[config.mk]
export PLATFORM = sky130hd
export DESIGN_NAME = lottery_ready_queue_pick
export DESIGN_NICKNAME = d
export VERILOG_FILES = /design/src/rtl/lrq_pkg.sv /design/src/rtl/lrq_store.sv /design/src/rtl/lrq_modulo.sv /design/src/rtl/lottery_ready_queue_pick.sv
export SDC_FILE = /design/constraint.sdc
export NUM_CORES = 1
export LEC_CHECK = 0
export ABC_AREA = 1
export BUFFER_PORTS_ARGS = -buffer_cell sky130_fd_sc_hd__buf_2
export CAP_MARGIN = 40
export CORE_ASPECT_RATIO = 0.7
export CORE_MARGIN = 1
export CORE_UTILIZATION = 35
export CTS_BUF_LIST = sky130_fd_sc_hd__clkbuf_16
export CTS_CLUSTER_DIAMETER = 100
export CTS_CLUSTER_SIZE = 10
export DETAILED_ROUTE_END_ITERATION = 7
export MAX_ROUTING_LAYER = met4
export PLACE_DENSITY_LB_ADDON = 0.05
export RECOVER_POWER = 50
export REMOVE_ABC_BUFFERS = 1
export SYNTH_ARGS = -nofsm -noshare
export SYNTH_HDL_FRONTEND = slang
export SYNTH_HIERARCHICAL = 1
export SYNTH_SLANG_ARGS = --single-unit
[constraint.sdc]
create_clock -name clk -period 4.5 [get_ports clk]
set_clock_uncertainty 0.15 [all_clocks]
set_input_delay 1.125 -clock clk [delete_from_list [all_inputs] [get_ports clk]]
set_output_delay 1.125 -clock clk [all_outputs]
set_load 0.05 [all_outputs]
[src/rtl/lrq_pkg.sv]
// Shared types, widths and codes of the lottery ready-queue picker.
`timescale 1ns / 1ps
package lrq_pkg;

    // Defaults of the top-level parameters.
    localparam int QUEUE_DEPTH_DEF = 16;
    localparam int ID_BITS_DEF     = 8;

    // Fixed field widths.
    localparam int IN_ID_W  = 8;
    localparam int TICKET_W = 8;
    localparam int RAND_W   = 31;
    localparam int STATUS_W = 3;
    localparam int COUNT_W  = 5;

    // Operation codes of an input item.
    localparam logic OP_ENQUEUE = 1'b0;
    localparam logic OP_DRAW    = 1'b1;

    // Status codes of a result item.
    localparam logic [STATUS_W-1:0] ST_ENQUEUED = 3'd0;
    localparam logic [STATUS_W-1:0] ST_DRAWN    = 3'd1;
    localparam logic [STATUS_W-1:0] ST_EMPTY    = 3'd2;
    localparam logic [STATUS_W-1:0] ST_FULL     = 3'd3;
    localparam logic [STATUS_W-1:0] ST_ZERO     = 3'd4;

    typedef struct packed {
        logic                operation;
        logic [IN_ID_W-1:0]  entry_id;
        logic [TICKET_W-1:0] ticket_count;
        logic [RAND_W-1:0]   random_value;
    } req_item_t;

    typedef struct packed {
        logic [STATUS_W-1:0] status;
        logic [IN_ID_W-1:0]  winner_id;
        logic [TICKET_W-1:0] winner_tickets;
        logic [COUNT_W-1:0]  queue_count;
    } rsp_item_t;

endpackage

[src/rtl/lrq_store.sv]
// Entry memory of the ready queue: one write port and one registered read port.
`timescale 1ns / 1ps
module lrq_store
    import lrq_pkg::*;
#(
    parameter int QUEUE_DEPTH = QUEUE_DEPTH_DEF,
    parameter int ID_BITS     = ID_BITS_DEF,
    localparam int IDX_W      = $clog2(QUEUE_DEPTH)
)
(
    input  logic                clk,
    input  logic                wr_en,
    input  logic [IDX_W-1:0]    wr_addr,
    input  logic [ID_BITS-1:0]  wr_id,
    input  logic [TICKET_W-1:0] wr_tickets,
    input  logic [IDX_W-1:0]    rd_addr,
    output logic [ID_BITS-1:0]  rd_id,
    output logic [TICKET_W-1:0] rd_tickets
);

    logic [ID_BITS-1:0]  id_mem     [QUEUE_DEPTH];
    logic [TICKET_W-1:0] ticket_mem [QUEUE_DEPTH];

    // Write port.
    always_ff @(posedge clk)
    begin
        if (wr_en)
        begin
            id_mem[wr_addr]     <= wr_id;
            ticket_mem[wr_addr] <= wr_tickets;
        end
    end

    // Read port, data registered.
    always_ff @(posedge clk)
    begin
        rd_id      <= id_mem[rd_addr];
        rd_tickets <= ticket_mem[rd_addr];
    end

endmodule

[src/rtl/lrq_modulo.sv]
// Bit-serial restoring modulo unit: one dividend bit per cycle.
`timescale 1ns / 1ps
module lrq_modulo
    import lrq_pkg::*;
#(
    parameter int SUM_W = TICKET_W + $clog2(QUEUE_DEPTH_DEF)
)
(
    input  logic              clk,
    input  logic              rst_n,
    input  logic              start,
    input  logic [RAND_W-1:0] dividend,
    input  logic [SUM_W-1:0]  divisor,
    output logic              done,
    output logic [SUM_W-1:0]  remainder
);

    localparam int CNT_W = $clog2(RAND_W);

    logic [SUM_W-1:0]  rem_reg;
    logic [SUM_W-1:0]  rem_next;
    logic [RAND_W-1:0] dvd_reg;
    logic [SUM_W-1:0]  dvs_reg;
    logic [CNT_W-1:0]  cnt_reg;
    logic              busy_reg;
    logic              done_reg;
    logic [SUM_W:0]    trial;

    // Shift in the next dividend bit and subtract the divisor when it fits.
    always_comb
    begin
        trial = {rem_reg, dvd_reg[RAND_W-1]};
        if (trial >= {1'b0, dvs_reg})
        begin
            rem_next = SUM_W'(trial - {1'b0, dvs_reg});
        end
        else
        begin
            rem_next = SUM_W'(trial);
        end
    end

    // Operands and partial remainder.
    always_ff @(posedge clk)
    begin
        if (start)
        begin
            rem_reg <= '0;
            dvd_reg <= dividend;
            dvs_reg <= divisor;
        end
        else if (busy_reg)
        begin
            rem_reg <= rem_next;
            dvd_reg <= dvd_reg << 1;
        end
    end

    // Step counter and completion pulse.
    always_ff @(posedge clk or negedge rst_n)
    begin
        if (!rst_n)
        begin
            cnt_reg  <= '0;
            busy_reg <= 1'b0;
            done_reg <= 1'b0;
        end
        else if (start)
        begin
            cnt_reg  <= '0;
            busy_reg <= 1'b1;
            done_reg <= 1'b0;
        end
        else if (busy_reg)
        begin
            cnt_reg <= cnt_reg + 1'b1;
            if (cnt_reg == CNT_W'(RAND_W - 1))
            begin
                busy_reg <= 1'b0;
                done_reg <= 1'b1;
            end
        end
        else
        begin
            done_reg <= 1'b0;
        end
    end

    assign done      = done_reg;
    assign remainder = rem_reg;

endmodule

[src/rtl/lottery_ready_queue_pick.sv]
// Lottery pick from an ordered ready queue: sequencer, accumulator and output register.
// An enqueue item, or a draw on an empty queue, finishes in the cycle it is accepted.
// A draw runs in order through a ticket sum, a bit-serial modulo, a walk to the winner,
// a compaction of the entries behind it and a load of the result register; a zero ticket
// total goes from the sum straight to the load. One item at a time; a held result
// stalls the input. Reset clears occupancy and control; the entry memory is not cleared.
`timescale 1ns / 1ps
module lottery_ready_queue_pick
    import lrq_pkg::*;
#(
    parameter int QUEUE_DEPTH = QUEUE_DEPTH_DEF,
    parameter int ID_BITS     = ID_BITS_DEF
)
(
    input  logic      clk,
    input  logic      rst_n,
    input  logic      req_valid,
    output logic      req_ready,
    input  req_item_t req,
    output logic      rsp_valid,
    input  logic      rsp_ready,
    output rsp_item_t rsp
);

    localparam int IDX_W = $clog2(QUEUE_DEPTH);
    localparam int CNT_W = $clog2(QUEUE_DEPTH + 1);
    localparam int SUM_W = TICKET_W + $clog2(QUEUE_DEPTH);

    typedef enum logic [2:0] {
        S_IDLE,
        S_SUM,
        S_MOD,
        S_WALK,
        S_SHIFT,
        S_FINISH
    } state_t;

    state_t              state_reg;
    logic [CNT_W-1:0]    occ_reg;
    logic [CNT_W-1:0]    issue_reg;
    logic                pend_reg;
    logic [IDX_W-1:0]    data_idx_reg;
    logic [RAND_W-1:0]   rnd_reg;
    logic [SUM_W-1:0]    total_reg;
    logic [SUM_W-1:0]    run_reg;
    logic [SUM_W-1:0]    run_next;
    logic                found_reg;
    logic [IDX_W-1:0]    win_idx_reg;
    logic [ID_BITS-1:0]  win_id_reg;
    logic [TICKET_W-1:0] win_tk_reg;
    logic [STATUS_W-1:0] st_reg;
    logic                rsp_valid_reg;
    rsp_item_t           rsp_reg;

    logic                accept;
    logic                slot_free;
    logic                rsp_load;
    logic                issue_more;
    logic                pass_done;
    logic                wr_en;
    logic [IDX_W-1:0]    wr_addr;
    logic [ID_BITS-1:0]  wr_id;
    logic [TICKET_W-1:0] wr_tickets;
    logic [ID_BITS-1:0]  rd_id;
    logic [TICKET_W-1:0] rd_tickets;
    logic                mod_start;
    logic                mod_done;
    logic [SUM_W-1:0]    mod_rem;

    // Handshake and pass control.
    assign slot_free  = !rsp_valid_reg || rsp_ready;
    assign req_ready  = (state_reg == S_IDLE) && slot_free;
    assign accept     = req_valid && req_ready;
    assign issue_more = issue_reg < occ_reg;
    assign pass_done  = !issue_more && !pend_reg;
    assign mod_start  = (state_reg == S_SUM) && pass_done && (total_reg != '0);

    // The result register is loaded by an immediate answer or by the end of a draw.
    assign rsp_load = (accept && ((req.operation == OP_ENQUEUE) || (occ_reg == '0)))
                    || ((state_reg == S_FINISH) && slot_free);

    // Shared accumulator: the ticket total while summing, the running sum while walking.
    assign run_next = ((state_reg == S_SUM) ? total_reg : run_reg) + SUM_W'(rd_tickets);

    // Memory write port: append on enqueue, move one entry down during compaction.
    always_comb
    begin
        wr_en      = 1'b0;
        wr_addr    = occ_reg[IDX_W-1:0];
        wr_id      = ID_BITS'(req.entry_id);
        wr_tickets = req.ticket_count;
        if (accept && (req.operation == OP_ENQUEUE) && (occ_reg != CNT_W'(QUEUE_DEPTH)))
        begin
            wr_en = 1'b1;
        end
        else if ((state_reg == S_SHIFT) && pend_reg)
        begin
            wr_en      = 1'b1;
            wr_addr    = data_idx_reg - 1'b1;
            wr_id      = rd_id;
            wr_tickets = rd_tickets;
        end
    end

    lrq_store #(
        .QUEUE_DEPTH(QUEUE_DEPTH),
        .ID_BITS    (ID_BITS)
    ) u_store (
        .clk       (clk),
        .wr_en     (wr_en),
        .wr_addr   (wr_addr),
        .wr_id     (wr_id),
        .wr_tickets(wr_tickets),
        .rd_addr   (issue_reg[IDX_W-1:0]),
        .rd_id     (rd_id),
        .rd_tickets(rd_tickets)
    );

    lrq_modulo #(
        .SUM_W(SUM_W)
    ) u_modulo (
        .clk      (clk),
        .rst_n    (rst_n),
        .start    (mod_start),
        .dividend (rnd_reg),
        .divisor  (total_reg),
        .done     (mod_done),
        .remainder(mod_rem)
    );

    // Sequencer with its working registers and the result register.
    always_ff @(posedge clk or negedge rst_n)
    begin
        if (!rst_n)
        begin
            state_reg     <= S_IDLE;
            occ_reg       <= '0;
            issue_reg     <= '0;
            pend_reg      <= 1'b0;
            found_reg     <= 1'b0;
            rsp_valid_reg <= 1'b0;
        end
        else
        begin
            if (rsp_load)
            begin
                rsp_valid_reg <= 1'b1;
            end
            else if (rsp_ready)
            begin
                rsp_valid_reg <= 1'b0;
            end

            unique case (state_reg)
                S_IDLE:
                begin
                    if (accept)
                    begin
                        rsp_reg.winner_id      <= '0;
                        rsp_reg.winner_tickets <= '0;
                        if (req.operation == OP_ENQUEUE)
                        begin
                            if (occ_reg == CNT_W'(QUEUE_DEPTH))
                            begin
                                rsp_reg.status      <= ST_FULL;
                                rsp_reg.queue_count <= COUNT_W'(occ_reg);
                            end
                            else
                            begin
                                occ_reg             <= occ_reg + 1'b1;
                                rsp_reg.status      <= ST_ENQUEUED;
                                rsp_reg.queue_count <= COUNT_W'(occ_reg + 1'b1);
                            end
                        end
                        else if (occ_reg == '0)
                        begin
                            rsp_reg.status      <= ST_EMPTY;
                            rsp_reg.queue_count <= COUNT_W'(occ_reg);
                        end
                        else
                        begin
                            rnd_reg   <= req.random_value;
                            total_reg <= '0;
                            issue_reg <= '0;
                            pend_reg  <= 1'b0;
                            state_reg <= S_SUM;
                        end
                    end
                end

                S_SUM:
                begin
                    if (pass_done)
                    begin
                        if (total_reg == '0)
                        begin
                            st_reg    <= ST_ZERO;
                            state_reg <= S_FINISH;
                        end
                        else
                        begin
                            state_reg <= S_MOD;
                        end
                    end
                    else
                    begin
                        issue_reg <= issue_more ? issue_reg + 1'b1 : issue_reg;
                        pend_reg  <= issue_more;
                        if (pend_reg)
                        begin
                            total_reg <= run_next;
                        end
                    end
                end

                S_MOD:
                begin
                    if (mod_done)
                    begin
                        issue_reg <= '0;
                        pend_reg  <= 1'b0;
                        run_reg   <= '0;
                        found_reg <= 1'b0;
                        state_reg <= S_WALK;
                    end
                end

                S_WALK:
                begin
                    if (found_reg || pass_done)
                    begin
                        issue_reg <= CNT_W'(win_idx_reg) + CNT_W'(1);
                        pend_reg  <= 1'b0;
                        state_reg <= S_SHIFT;
                    end
                    else
                    begin
                        pend_reg <= issue_more;
                        if (issue_more)
                        begin
                            issue_reg    <= issue_reg + 1'b1;
                            data_idx_reg <= issue_reg[IDX_W-1:0];
                        end
                        // The first entry whose running sum passes the drawn ticket wins.
                        if (pend_reg)
                        begin
                            run_reg     <= run_next;
                            win_idx_reg <= data_idx_reg;
                            win_id_reg  <= rd_id;
                            win_tk_reg  <= rd_tickets;
                            found_reg   <= run_next > mod_rem;
                        end
                    end
                end

                S_SHIFT:
                begin
                    if (pass_done)
                    begin
                        occ_reg   <= occ_reg - 1'b1;
                        st_reg    <= ST_DRAWN;
                        state_reg <= S_FINISH;
                    end
                    else
                    begin
                        pend_reg <= issue_more;
                        if (issue_more)
                        begin
                            issue_reg    <= issue_reg + 1'b1;
                            data_idx_reg <= issue_reg[IDX_W-1:0];
                        end
                    end
                end

                S_FINISH:
                begin
                    if (slot_free)
                    begin
                        rsp_reg.status      <= st_reg;
                        rsp_reg.queue_count <= COUNT_W'(occ_reg);
                        if (st_reg == ST_DRAWN)
                        begin
                            rsp_reg.winner_id      <= IN_ID_W'(win_id_reg);
                            rsp_reg.winner_tickets <= win_tk_reg;
                        end
                        else
                        begin
                            rsp_reg.winner_id      <= '0;
                            rsp_reg.winner_tickets <= '0;
                        end
                        state_reg <= S_IDLE;
                    end
                end

                default:
                begin
                    state_reg <= S_IDLE;
                end
            endcase
        end
    end

    assign rsp_valid = rsp_valid_reg;
    assign rsp       = rsp_reg;

    // The queue never holds more entries than it has room for.
    a_occ_bound: assert property (@(posedge clk) disable iff (!rst_n)
        occ_reg <= CNT_W'(QUEUE_DEPTH))
        else $error("occupancy exceeds queue depth");

    // An accepted item either produces its result at once or starts a draw.
    a_accept_progress: assert property (@(posedge clk) disable iff (!rst_n)
        accept |=> (rsp_valid_reg || state_reg == S_SUM))
        else $error("accepted item made no progress");

    // The modulo is only run against a nonzero ticket total.
    a_mod_nonzero: assert property (@(posedge clk) disable iff (!rst_n)
        (state_reg == S_MOD) |-> (total_reg != '0))
        else $error("modulo by zero ticket total");

    // A chosen winner's running sum lies past the drawn ticket.
    a_winner_sum: assert property (@(posedge clk) disable iff (!rst_n)
        (state_reg == S_WALK && found_reg) |-> (run_reg > mod_rem))
        else $error("winner chosen below drawn ticket");

    // A draw that removes an entry always leaves the queue one shorter.
    a_draw_shrinks: assert property (@(posedge clk) disable iff (!rst_n)
        (state_reg == S_SHIFT && pass_done) |=> (occ_reg == $past(occ_reg) - 1'b1))
        else $error("draw did not remove exactly one entry");

endmodule

==> metrics <==
outcome=finished with violations; violations in the final reports=max-capacitance violations, max-slew violations; Post-Synthesis Cells=2,141; number of setup violations in the final report=0; average wire length per cell after detail routing=about 18 µm; Peak supply drop=0.312 mV; category of the worst setup path launch point=flip-flop; wire length of the first global-routing pass=84,600 µm; cell row count=74; fill cell total of the finished layout=5,796; Worst EP required=around 5 ns; H-tree Lvls=2; post-synthesis async set-or-reset flop share=5.05%; number of enable-type register cells in the synthesized netlist=slightly above 400; Primary FF master, synth=edfxtp_1; slowest cell on the critical path=fa_1; layout overhead on the synthesized area=13.6%; clock sink total=455; number of DRC violations after detailed routing=0; Critical Path Start=state_reg[2]; insertion delay of the later-clocked pin in the worst-skew pair=0.59 ns; flip-flop and latch count after synthesis=roughly 460; Final ANT Viol Nets=0; category of cells accounting for the largest share of critical-path delay=simple AND/OR/NAND/NOR gates; via count of the first global-routing pass=about 13,000; overall die area=60,900 µm²; maximum clock frequency=roughly 240 MHz; cell types with the largest area share after synthesis=edfxtp_1, nand2_1, inv_1; reg2reg start=state_reg[2]; crit-path max FO=16; dpl hpwl=about 35,000 µm; Starting Density=between 30% and 40%; cell area after synthesis=about 21,000 µm²; Core Footprint=around 59,000 µm²; GRT overflow=0; Max Cap Violations=3; routability congestion estimate from global placement=0.864; TritonCTS clock tree=built; pre-CTS setup slack=about 0.47 ns; relative slew slack=-19.9%; Min Clock Period, post-route=4.11 ns; startpoint of the most critical hold path=u_store/rd_id[4]; share of Yosys cell area claimed by the top area cell type=57.9%; nature of the critical path endpoint=flip-flop; Total Nets Final=between 2,000 and 2,500; buffers inserted by post-CTS timing repair=0; arrival time worst endpoint=4.48 ns; Pins Over Slew Limit=174; hold crit path type=flip-flop to flip-flop; static leakage=10.5 nW; total routing usage reported by global routing=19.1%; sequential element share of the synthesized area=63.3%; vertical die dimension=207 µm; cells along the critical path=inv_1, nand3_1, buf_4, o21ai_0, inv_1, fa_1, nand3b_1, nand2_1, nand4_1, nand2_1, nand2_1, xnor2_1, inv_1, ha_1, nand2_1, nor2_1, nand4_1, a21oi_1, nor2_1, nor2_1, o21a_1; io pins=between 70 and 80; IO Port Bufs=77; width of the die=295 µm; syn_area_per_cell=9.79 µm²; final hold vios=0; largest area contributor in the netlist=edfxtp_1; Unique masters post-synth=between 40 and 50; RSZ-0062 raised after global routing=no; placed cell count=around 3,000; via density per instance=4.65; critical setup path kind=flip-flop to flip-flop; Most common cell on crit path=nand2_1; area occupied by multi-input gates=approximately 6000 µm²; filler-free cell count of the finished design=3,084; slowest cell delay on critical path=between 0.4 and 0.5 ns; Largest regs=u_store/id_mem: 128 flops, u_store/ticket_mem: 128 flops; Final period util=91.2%; Warnings, synthesis=6; number of buffers created by CTS=51; post-CTS resize count=0; total power per unit cell area=approximately 650 nW/µm²; number of antenna violations at the first check in global routing=0; share of layout cells above drive strength 1=8.62%; clock transition time at the flip-flop clock pins of the worst setup and hold paths=0.06 ns; largest buffer count on any clock path=3; final critical-path setup slack=0.395 ns; Worst Path Buf+Inv=4; root buffer cell=clkbuf_16; DRT Wirelength=between 50,000 and 60,000 µm; pin count of the biggest net entering global routing=approximately 120; measured slew at the worst slew-check pin=~1.8 ns; Seq. cell area=approximately 13,000 µm²; fin util=40.5%; post-cts hold buffer count=0; count of TritonRoute iterations in the first routing pass=5; detailed-route via count=14,300; drt first-iter violations=967
==> report_power, final <==
part           switching [mW]  total [mW]  internal [mW]
Clock                    1.67        3.74           2.07
Sequential              0.369        5.79           5.42
Combinational            4.09        5.89           1.80
Total                    6.13        15.4           9.29
==> cell type report <==
cell class                      instances  area share [%]
Timing Repair Buffer                  122            3.22
Inverter                              359            5.66
Sequential cell                       455            55.7
Tap cell                              798            4.19
Clock inverter                         41           0.735
Antenna cell                            1          0.0105
Clock buffer                           52            5.46
Multi-Input combinational cell       1256            25.0
==> placed cells by master, fill, tap and decap left out, types with 2 or more instances in the layout <==
cell       count
nor2_1        90
o21ai_0       35
buf_12         8
o21a_1         2
buf_4         20
or2_2          3
edfxtp_1     404
nor2_2        22
nor3_1         8
a21oi_1       29
ha_1          43
clkbuf_1      37
nand3_2        7
inv_2          4
o22ai_1        3
clkbuf_16     52
buf_2         50
xnor2_1        9
nor3_2         2
dfrtp_1       20
inv_1        392
nand4_1       16
a211oi_1       3
nand3_1      245
clkbuf_2       5
fa_1           2
o21ai_2        3
nor2_4         4
dfxtp_1       28
nand3b_1       4
and3_1         2
nand2_2        5
xor2_1        16
nand2_1      697
dfrtp_2        2
==> routing by layer <==
metal	GRT usage (%)	share of wire [%]
met5	-	0
met4	4.24	1.5
met3	2.54	4.7
met2	25.9	40
met1	29.9	54
==> per-stage QoR <==
stage	hold WS, ns	setup TNS (ns)	power, mW	instance area (µm²)
floorplan	0.259	-149.89	9.91	20600
global placement	0.267	0	11.8	22500
detailed placement	0.264	0	11.9	22500
CTS	0.278	0	15.7	24000
global route	0.281	0	16.6	23800
finish	0.279	0	15.4	23800
==> cells in the mapped netlist, types with 2 or more instances <==
cell type  number
o21ai_0        34
or2_2           3
nor2_2          6
clkbuf_1       19
nand2_1       696
nor2_4          3
nand3_2         8
ha_1           43
buf_2          25
dfrtp_1        23
buf_6           4
dfxtp_1        28
inv_2           6
inv_1         353
nand3b_1        4
nor3_1          8
fa_1            2
a21oi_1        29
buf_1           3
buf_4          19
nor3_2          2
edfxtp_1      404
nor2_1        106
nand3_1       244
o21a_1          2
o22ai_1         2
and3_1          2
nand4_1        16
nand2_2         6
o21ai_2         3
xor2_1         16
xnor2_1         9
a211oi_1        3
==> worst register-to-register path: stages (launching register included) <==
cell      delay (ns)
dfrtp_1         0.42
inv_1           0.16
nand3_1         0.21
buf_4           0.25
o21ai_0         0.25
inv_1           0.10
fa_1            0.43
nand3b_1        0.18
nand2_1         0.13
nand4_1         0.10
nand2_1         0.12
nand2_1         0.07
xnor2_1         0.22
inv_1           0.09
ha_1            0.28
nand2_1         0.06
nor2_1          0.14
nand4_1         0.13
a21oi_1         0.19
nor2_1          0.06
nor2_1          0.15
o21a_1          0.13
==> final timing paths <==
check                                end  slack, ns  cells past startpoint
max in group asynchronous   issue_reg[0]       2.31                      2
max reg2reg                    found_reg       0.39                     21
min                        win_id_reg[4]       0.28                      0
min in group asynchronous       pend_reg       0.84                      2
min reg2reg                win_id_reg[4]       0.28                      0
max                            found_reg       0.39                     21
==> kinds of logic after synthesis <==
| logic type | count (synthesis) | synth area share [%] |
|---|---|---|
| and+or+nand+nor | 1108 | 22.4 |
| DFF | 455 | 63.3 |
| buffers and inverters | 430 | 8.41 |
| AOI/OAI and AO/OA | 77 | 2.06 |
| adders and majority gates | 45 | 2.76 |
| xor gates and xnor gates | 25 | 1.04 |
| muxes | 1 | 0.0477 |
(Power assumes the default switching activity.)
